--- config.mk ---
export PLATFORM = sky130hd
export DESIGN_NAME = fletcher32_byte_checksum
export DESIGN_NICKNAME = d
export VERILOG_FILES = /design/src/hdl/fl32cs_pkg.sv /design/src/hdl/fl32cs_fifo.sv /design/src/hdl/fl32cs_front.sv /design/src/hdl/fl32cs_accum.sv /design/src/hdl/fletcher32_byte_checksum.sv
export SDC_FILE = /design/constraint.sdc
export NUM_CORES = 1
export LEC_CHECK = 0
export ABC_AREA = 1
export BUFFER_PORTS_ARGS = -buffer_cell sky130_fd_sc_hd__clkbuf_2
export CAP_MARGIN = 20
export CORE_MARGIN = 1.5
export CORE_UTILIZATION = 45
export DETAILED_ROUTE_END_ITERATION = 10
export SYNTH_ARGS = -nofsm -noshare
export SYNTH_HDL_FRONTEND = slang
export SYNTH_SLANG_ARGS = --single-unit
--- constraint.sdc ---
create_clock -name clk -period 4.74 [get_ports clk]
set_input_delay 0.948 -clock clk [delete_from_list [all_inputs] [get_ports clk]]
set_output_delay 0.948 -clock clk [all_outputs]
set_load 0.01 [all_outputs]
--- src/hdl/fl32cs_pkg.sv ---
`timescale 1ns / 1ps
`default_nettype none

package fl32cs_pkg;

	localparam int unsigned BYTE_W     = 8;
	localparam int unsigned SUM_W      = 32;
	localparam int unsigned HALF_W     = 16;
	localparam int unsigned CHECKSUM_W = 32;

	localparam logic [SUM_W-1:0] SUM_INIT = 32'h0000_ffff;

	// one classified word between front and back
	typedef struct packed {
		logic [BYTE_W-1:0] data_byte;
		logic              fold;
		logic              last;
	} cmd_t;

endpackage

`default_nettype wire

--- src/hdl/fl32cs_fifo.sv ---
`timescale 1ns / 1ps
`default_nettype none

module fl32cs_fifo #(
	parameter int unsigned WIDTH = 10,
	parameter int unsigned DEPTH = 4
) (
	input  wire logic             clk,
	input  wire logic             arst_n,
	input  wire logic             wr_en,
	input  wire logic [WIDTH-1:0] wr_data,
	output logic                  full,
	input  wire logic             rd_en,
	output logic [WIDTH-1:0]      rd_data,
	output logic                  empty
);

	localparam int unsigned AW = $clog2(DEPTH);

	logic [WIDTH-1:0] mem_q [DEPTH];
	logic [AW:0]      wr_ptr_q;
	logic [AW:0]      rd_ptr_q;
	logic             do_wr;
	logic             do_rd;

	assign full  = (wr_ptr_q[AW] != rd_ptr_q[AW]) &&
	               (wr_ptr_q[AW-1:0] == rd_ptr_q[AW-1:0]);
	assign empty = (wr_ptr_q == rd_ptr_q);
	assign do_wr = wr_en && !full;
	assign do_rd = rd_en && !empty;

	assign rd_data = mem_q[rd_ptr_q[AW-1:0]];

	always_ff @(posedge clk or negedge arst_n) begin
		if (!arst_n) begin
			wr_ptr_q <= '0;
			rd_ptr_q <= '0;
		end else begin
			if (do_wr) begin
				wr_ptr_q <= wr_ptr_q + 1'b1;
			end
			if (do_rd) begin
				rd_ptr_q <= rd_ptr_q + 1'b1;
			end
		end
	end

	always_ff @(posedge clk) begin
		if (do_wr) begin
			mem_q[wr_ptr_q[AW-1:0]] <= wr_data;
		end
	end

	assert property (@(posedge clk) disable iff (!arst_n) !(full && empty))
		else $error("fifo reports full and empty together");

	assert property (@(posedge clk) disable iff (!arst_n)
		(do_wr && !do_rd) |=> !empty)
		else $error("fifo empty after a write without a read");

	assert property (@(posedge clk) disable iff (!arst_n)
		(do_rd && !do_wr) |=> !full)
		else $error("fifo full after a read without a write");

endmodule

`default_nettype wire

--- src/hdl/fl32cs_front.sv ---
`timescale 1ns / 1ps
`default_nettype none

module fl32cs_front #(
	parameter int unsigned BLOCK_BYTES = 360
) (
	input  wire logic                                  clk,
	input  wire logic                                  arst_n,
	input  wire logic                                  push,
	output logic                                       full,
	input  wire logic [fl32cs_pkg::BYTE_W-1:0]         data_byte,
	input  wire logic                                  last_byte,
	output logic                                       cmd_push,
	output fl32cs_pkg::cmd_t                           cmd,
	input  wire logic                                  cmd_full
);

	import fl32cs_pkg::*;

	localparam int unsigned CNT_W = $clog2(BLOCK_BYTES + 1);
	localparam logic [CNT_W-1:0] CNT_LAST = CNT_W'(BLOCK_BYTES - 1);

	logic [CNT_W-1:0] block_count_q;
	logic             block_end;

	assign full      = cmd_full;
	assign cmd_push  = push && !cmd_full;
	assign block_end = (block_count_q == CNT_LAST) || last_byte;

	assign cmd.data_byte = data_byte;
	assign cmd.fold      = block_end;
	assign cmd.last      = last_byte;

	always_ff @(posedge clk or negedge arst_n) begin
		if (!arst_n) begin
			block_count_q <= '0;
		end else if (cmd_push) begin
			if (block_end) begin
				block_count_q <= '0;
			end else begin
				block_count_q <= block_count_q + 1'b1;
			end
		end
	end

	assert property (@(posedge clk) disable iff (!arst_n) block_count_q <= CNT_LAST)
		else $error("block count ran past the block length");

	assert property (@(posedge clk) disable iff (!arst_n)
		(cmd_push && last_byte) |=> (block_count_q == '0))
		else $error("block count not cleared after the last word");

	assert property (@(posedge clk) disable iff (!arst_n) cmd_full |-> !cmd_push)
		else $error("word pushed into a full queue");

endmodule

`default_nettype wire

--- src/hdl/fl32cs_accum.sv ---
`timescale 1ns / 1ps
`default_nettype none

module fl32cs_accum (
	input  wire logic                               clk,
	input  wire logic                               arst_n,
	input  wire fl32cs_pkg::cmd_t                   cmd,
	input  wire logic                               cmd_empty,
	output logic                                    cmd_pop,
	output logic                                    res_push,
	output logic [fl32cs_pkg::CHECKSUM_W-1:0]       res_data,
	input  wire logic                               res_full
);

	import fl32cs_pkg::*;

	localparam int unsigned FOLD_W = HALF_W + 1;

	function automatic logic [FOLD_W-1:0] fold16(input logic [SUM_W-1:0] v);
		return FOLD_W'(v[HALF_W-1:0]) + FOLD_W'(v[SUM_W-1:HALF_W]);
	endfunction

	logic [SUM_W-1:0]  low_q;
	logic [SUM_W-1:0]  high_q;
	logic [SUM_W-1:0]  low_nxt;
	logic [SUM_W-1:0]  high_nxt;
	logic [FOLD_W-1:0] low_fold;
	logic [FOLD_W-1:0] high_fold;
	logic              fin_valid_s2;
	logic [FOLD_W-1:0] fin_low_s2;
	logic [FOLD_W-1:0] fin_high_s2;
	logic [HALF_W-1:0] out_low;
	logic [HALF_W-1:0] out_high;

	assign cmd_pop  = !cmd_empty && (!fin_valid_s2 || !res_full);
	assign res_push = fin_valid_s2 && !res_full;

	assign low_nxt   = low_q + SUM_W'(cmd.data_byte);
	assign high_nxt  = high_q + low_q + SUM_W'(cmd.data_byte);
	assign low_fold  = fold16(low_nxt);
	assign high_fold = fold16(high_nxt);

	// second fold at the end of the message
	assign out_low  = HALF_W'(FOLD_W'(fin_low_s2[HALF_W-1:0]) + FOLD_W'(fin_low_s2[HALF_W]));
	assign out_high = HALF_W'(FOLD_W'(fin_high_s2[HALF_W-1:0]) + FOLD_W'(fin_high_s2[HALF_W]));
	assign res_data = {out_high, out_low};

	always_ff @(posedge clk or negedge arst_n) begin
		if (!arst_n) begin
			low_q        <= SUM_INIT;
			high_q       <= SUM_INIT;
			fin_valid_s2 <= 1'b0;
		end else begin
			if (cmd_pop) begin
				if (cmd.last) begin
					low_q  <= SUM_INIT;
					high_q <= SUM_INIT;
				end else if (cmd.fold) begin
					low_q  <= SUM_W'(low_fold);
					high_q <= SUM_W'(high_fold);
				end else begin
					low_q  <= low_nxt;
					high_q <= high_nxt;
				end
			end
			if (cmd_pop && cmd.last) begin
				fin_valid_s2 <= 1'b1;
			end else if (res_push) begin
				fin_valid_s2 <= 1'b0;
			end
		end
	end

	always_ff @(posedge clk) begin
		if (cmd_pop && cmd.last) begin
			fin_low_s2  <= low_fold;
			fin_high_s2 <= high_fold;
		end
	end

	assert property (@(posedge clk) disable iff (!arst_n)
		(cmd_pop && cmd.last) |=> fin_valid_s2)
		else $error("final stage not loaded after the last word");

	assert property (@(posedge clk) disable iff (!arst_n)
		(cmd_pop && cmd.last) |=> (low_q == SUM_INIT && high_q == SUM_INIT))
		else $error("sums not restarted after the last word");

	assert property (@(posedge clk) disable iff (!arst_n)
		(fin_valid_s2 && res_full) |-> !cmd_pop)
		else $error("word taken while the final stage is held");

endmodule

`default_nettype wire

--- src/hdl/fletcher32_byte_checksum.sv ---
// path: byte queue, accumulator final stage, result queue, then the pop
// throughput: one byte per cycle while the result queue has room, set by the
// accumulator's sum and fold loop; byte and result queues decouple both sides
// reset: arst_n clears the queues, the block count and both sums to 0xffff
`timescale 1ns / 1ps
`default_nettype none

module fletcher32_byte_checksum #(
	parameter int unsigned BLOCK_BYTES = 360,
	parameter int unsigned CMD_DEPTH   = 4,
	parameter int unsigned RES_DEPTH   = 2
) (
	input  wire logic                                  clk,
	input  wire logic                                  arst_n,
	input  wire logic                                  push,
	output logic                                       full,
	input  wire logic [fl32cs_pkg::BYTE_W-1:0]         data_byte,
	input  wire logic                                  last_byte,
	output logic                                       empty,
	input  wire logic                                  pop,
	output logic [fl32cs_pkg::CHECKSUM_W-1:0]          checksum
);

	import fl32cs_pkg::*;

	cmd_t                  front_cmd;
	cmd_t                  back_cmd;
	logic                  cmd_push;
	logic                  cmd_full;
	logic                  cmd_pop;
	logic                  cmd_empty;
	logic                  res_push;
	logic                  res_full;
	logic [CHECKSUM_W-1:0] res_data;

	fl32cs_front #(
		.BLOCK_BYTES(BLOCK_BYTES)
	) u_front (
		.clk       (clk),
		.arst_n    (arst_n),
		.push      (push),
		.full      (full),
		.data_byte (data_byte),
		.last_byte (last_byte),
		.cmd_push  (cmd_push),
		.cmd       (front_cmd),
		.cmd_full  (cmd_full)
	);

	fl32cs_fifo #(
		.WIDTH($bits(cmd_t)),
		.DEPTH(CMD_DEPTH)
	) u_cmd_fifo (
		.clk     (clk),
		.arst_n  (arst_n),
		.wr_en   (cmd_push),
		.wr_data (front_cmd),
		.full    (cmd_full),
		.rd_en   (cmd_pop),
		.rd_data (back_cmd),
		.empty   (cmd_empty)
	);

	fl32cs_accum u_accum (
		.clk       (clk),
		.arst_n    (arst_n),
		.cmd       (back_cmd),
		.cmd_empty (cmd_empty),
		.cmd_pop   (cmd_pop),
		.res_push  (res_push),
		.res_data  (res_data),
		.res_full  (res_full)
	);

	fl32cs_fifo #(
		.WIDTH(CHECKSUM_W),
		.DEPTH(RES_DEPTH)
	) u_res_fifo (
		.clk     (clk),
		.arst_n  (arst_n),
		.wr_en   (res_push),
		.wr_data (res_data),
		.full    (res_full),
		.rd_en   (pop),
		.rd_data (checksum),
		.empty   (empty)
	);

endmodule

`default_nettype wire

==> results.md <==
- Outcome: completed
- Tcrit/Tclk final: 94.3%
- Io pins: 47
- Clk slew on worst S/H paths: 60 ps
- DR vias: 12,694
- Final Cell Area: 0.0170 sq mm
- # port buffers: 46
- GR Overflow Total: 0
- Routed met1 length: 19.4 mm
- First-pass GRT wire length: 63.9 mm
- CTS tree: yes
- Hold_buf cts: 0
- TritonCTS Sinks: 222
- Crit path DAT: 4890 ps
- Die height: 186 um
- Nets: 2,141
- Final WL: 41.3 mm
- Ys async rst share: 37.8%
- Dpl hpwl: 32.1 mm
- Root Buffer: clkbuf_16
- Pre-CTS WS: 61.4 ps
- Vias in the first global route: 11,723
- Setup CP Type: flip-flop to flip-flop
- DRT iter0 DRCs: 984
- TritonRoute pass-1 iters: 7
- Minimum clock period after layout: 4470 ps
- Crit end category: flip-flop
- CORE AREA: 0.0328 sq mm
- Post-synthesis sequential area ratio: 41.6%
- RSZ-0062 raised after global routing: true
- EDFF count, synth: 138
- Clock buffer depth: 3
- Pins Over Slew Limit: 0
- Synth Flop Type: edfxtp_1
- Slew @ Worst Pin: 1020 ps
- Post-DR vias/cell: 5.13
- Met3 wire len: 2.76 mm
- Hold violation count in the final report: 0
- Initial antenna violation count: 0
- Avg Cell Area, Syn: 7.80 sq um
- Uppermost layer routed: met4
- CTS H-tree depth: 1
- Layout cells sized above 1: 10.3%
- Final worst slack: 269 ps
- Die Area: 0.0347 sq mm
- Max_slew headroom: 31.8%
- Synth Register Bits: 222
- WL met2: 18.0 mm
- CTS Buf Count: 26
- Area of placed instances: 0.0159 sq mm
- CP Launch Type: flip-flop
- Fmax: 0.224 GHz
- Max Cap Viol: 0
- Drt drc: 0
- Final ANT Viol Nets: 0
- Clk_skew: 12.7 ps
- Total track usage: 24.0%
- Layout fillers: 3,134
- DR WL/cell: 16.7 um
- Synth cell types: 41
- Synth Instances: 1,938
- Largest net degree at the start of global routing: 42
- Clock Latency Late Sink: 540 ps
- Initial Util: 46.1%
- Commonest cells after routing, fill and taps aside: 658 x nand2_1, 265 x inv_1, 163 x nor2_1, 138 x edfxtp_1, 131 x nand3_1
- Std cell rows: 66
- Final setup vio count: 0
- Worst Path Required: 5160 ps
- Crit-path max FO: 15
- Mapped Area: 0.0151 sq mm
- Mapped Nets: 2,066
- Area growth syn-to-layout: 12.7%
- Commonest non-fill, non-tap cell in the layout: nand2_1
- Worst min path class: input pin to asynchronous set/reset pin
- Ys Warns: 0
- R2R cell count: 26
- Diodes inserted: 0
- Post-layout util: 52.0%
- Placer Congestion: 0.942
- Die width: 186 um
## worst paths after layout
check                                                       end  slack [ps]                               start
setup reg to reg                  u_accum.low_q[16]$_DFFE_PN0P_         270  u_cmd_fifo.rd_ptr_q[0]$_DFFE_PN0P_
setup / recovery                  u_accum.low_q[16]$_DFFE_PN0P_         270  u_cmd_fifo.rd_ptr_q[0]$_DFFE_PN0P_
min in group clk                 u_accum.high_q[20]$_DFFE_PN0P_         480      u_accum.high_q[20]$_DFFE_PN0P_
max in group asynchronous        u_accum.high_q[15]$_DFFE_PN1P_        3430                              arst_n
hold reg to reg                  u_accum.high_q[20]$_DFFE_PN0P_         480      u_accum.high_q[20]$_DFFE_PN0P_
hold / removal             u_front.block_count_q[3]$_DFFE_PN0P_         400                              arst_n
## logic make-up after synthesis
group	Yosys count	synth area share [%]
xor gates and xnor gates	82	4.75
DFF	222	41.6
AOI/OAI and AO/OA	141	5.28
adders and majority gates	115	10.1
and+or+nand+nor	1078	30.3
buffers and inverters	300	8.00
## sequential cells by signal (all words and copies together) (netlist names), 3 cells and up
name / count
u_accum.fin_low_s2: 17
u_cmd_fifo.rd_ptr_q: 3
u_accum.high_q: 32
u_accum.fin_high_s2: 17
u_accum.low_q: 32
u_cmd_fifo.wr_ptr_q: 3
u_res_fifo.mem_q: 64
u_cmd_fifo.mem_q: 40
u_front.block_count_q: 9
## cell type report
type                            instances  area (sq um)  area share, %
Multi-Input combinational cell       1416          7790           45.7
Sequential cell                       222          6290           36.9
Inverter                              272          1030           6.04
Clock buffer                           33           728           4.27
Tap cell                              442           553           3.25
Timing Repair Buffer                   75           465           2.73
Clock inverter                         15           185           1.09
## worst max-delay path: stages (launching register included)
cell and delay, ps:
dfrtp_2 450, buf_8 170, o21ai_1 90, o22ai_2 240, ha_2 270, inv_1 60, fa_1 400, inv_1 170
nand3_1 90, nand3_1 110, nand2_1 60, nand2_1 110, nand2_1 80, nor2_1 150, nand2_1 90, nand2_1 150
inv_1 70, ha_1 220, fa_1 400, nand3_1 80, nand3_1 170, nand3_1 120, nand3_1 130, nand2_1 110
nand3_1 140, nand2_1 150, nand3_1 90
## per-stage QoR
step / hold slack [ps] / TNS (ps) / cells
2_1_floorplan: 452 / 0 / 1938
3_3_place_gp: 471 / 0 / 2422
3_5_place_dp: 476 / 0 / 2422
4_1_cts: 411 / 0 / 2470
5_1_grt: 435 / -203 / 2475
6_report: 400 / 0 / 2475
## synthesized netlist by cell type, types with 6 or more instances
cell type	count	area share, %
and2_1	24	0.99
buf_6	7	0.52
dfrtp_1	52	8.6
fa_1	12	1.6
nor2_1	168	4.2
nand3_2	10	0.66
o21ai_1	7	0.23
o22ai_1	19	0.79
xnor2_1	23	1.3
o21ai_0	37	1.2
nand3b_1	16	0.79
ha_1	103	8.5
nand3_1	133	4.4
buf_2	6	0.20
a21oi_1	54	1.8
buf_4	6	0.30
nor3_1	25	0.83
clkbuf_1	9	0.22
dfstp_2	32	5.6
o21bai_1	7	0.35
nand2_1	662	16
xor2_1	59	3.4
inv_2	6	0.15
edfxtp_1	138	27
inv_1	265	6.6
nand4_1	25	1.0
## repair_timing
action                                  4_1_cts  5_1_grt
buffers inserted                              0        3
endpoints found under the setup margin        0       50
resized for setup                             0       40
## routing by layer
layer / global-route usage [%] / vias up
met5: 0 / -
met4: 7.10 / 0
met3: 3.76 / 64
met2: 37.8 / 358
met1: 34.2 / 5855
li1: - / 6417
Power is left out: the tool's default activity adds up to more than one toggle a clock period on the data nets, which glitch-free logic cannot reach.
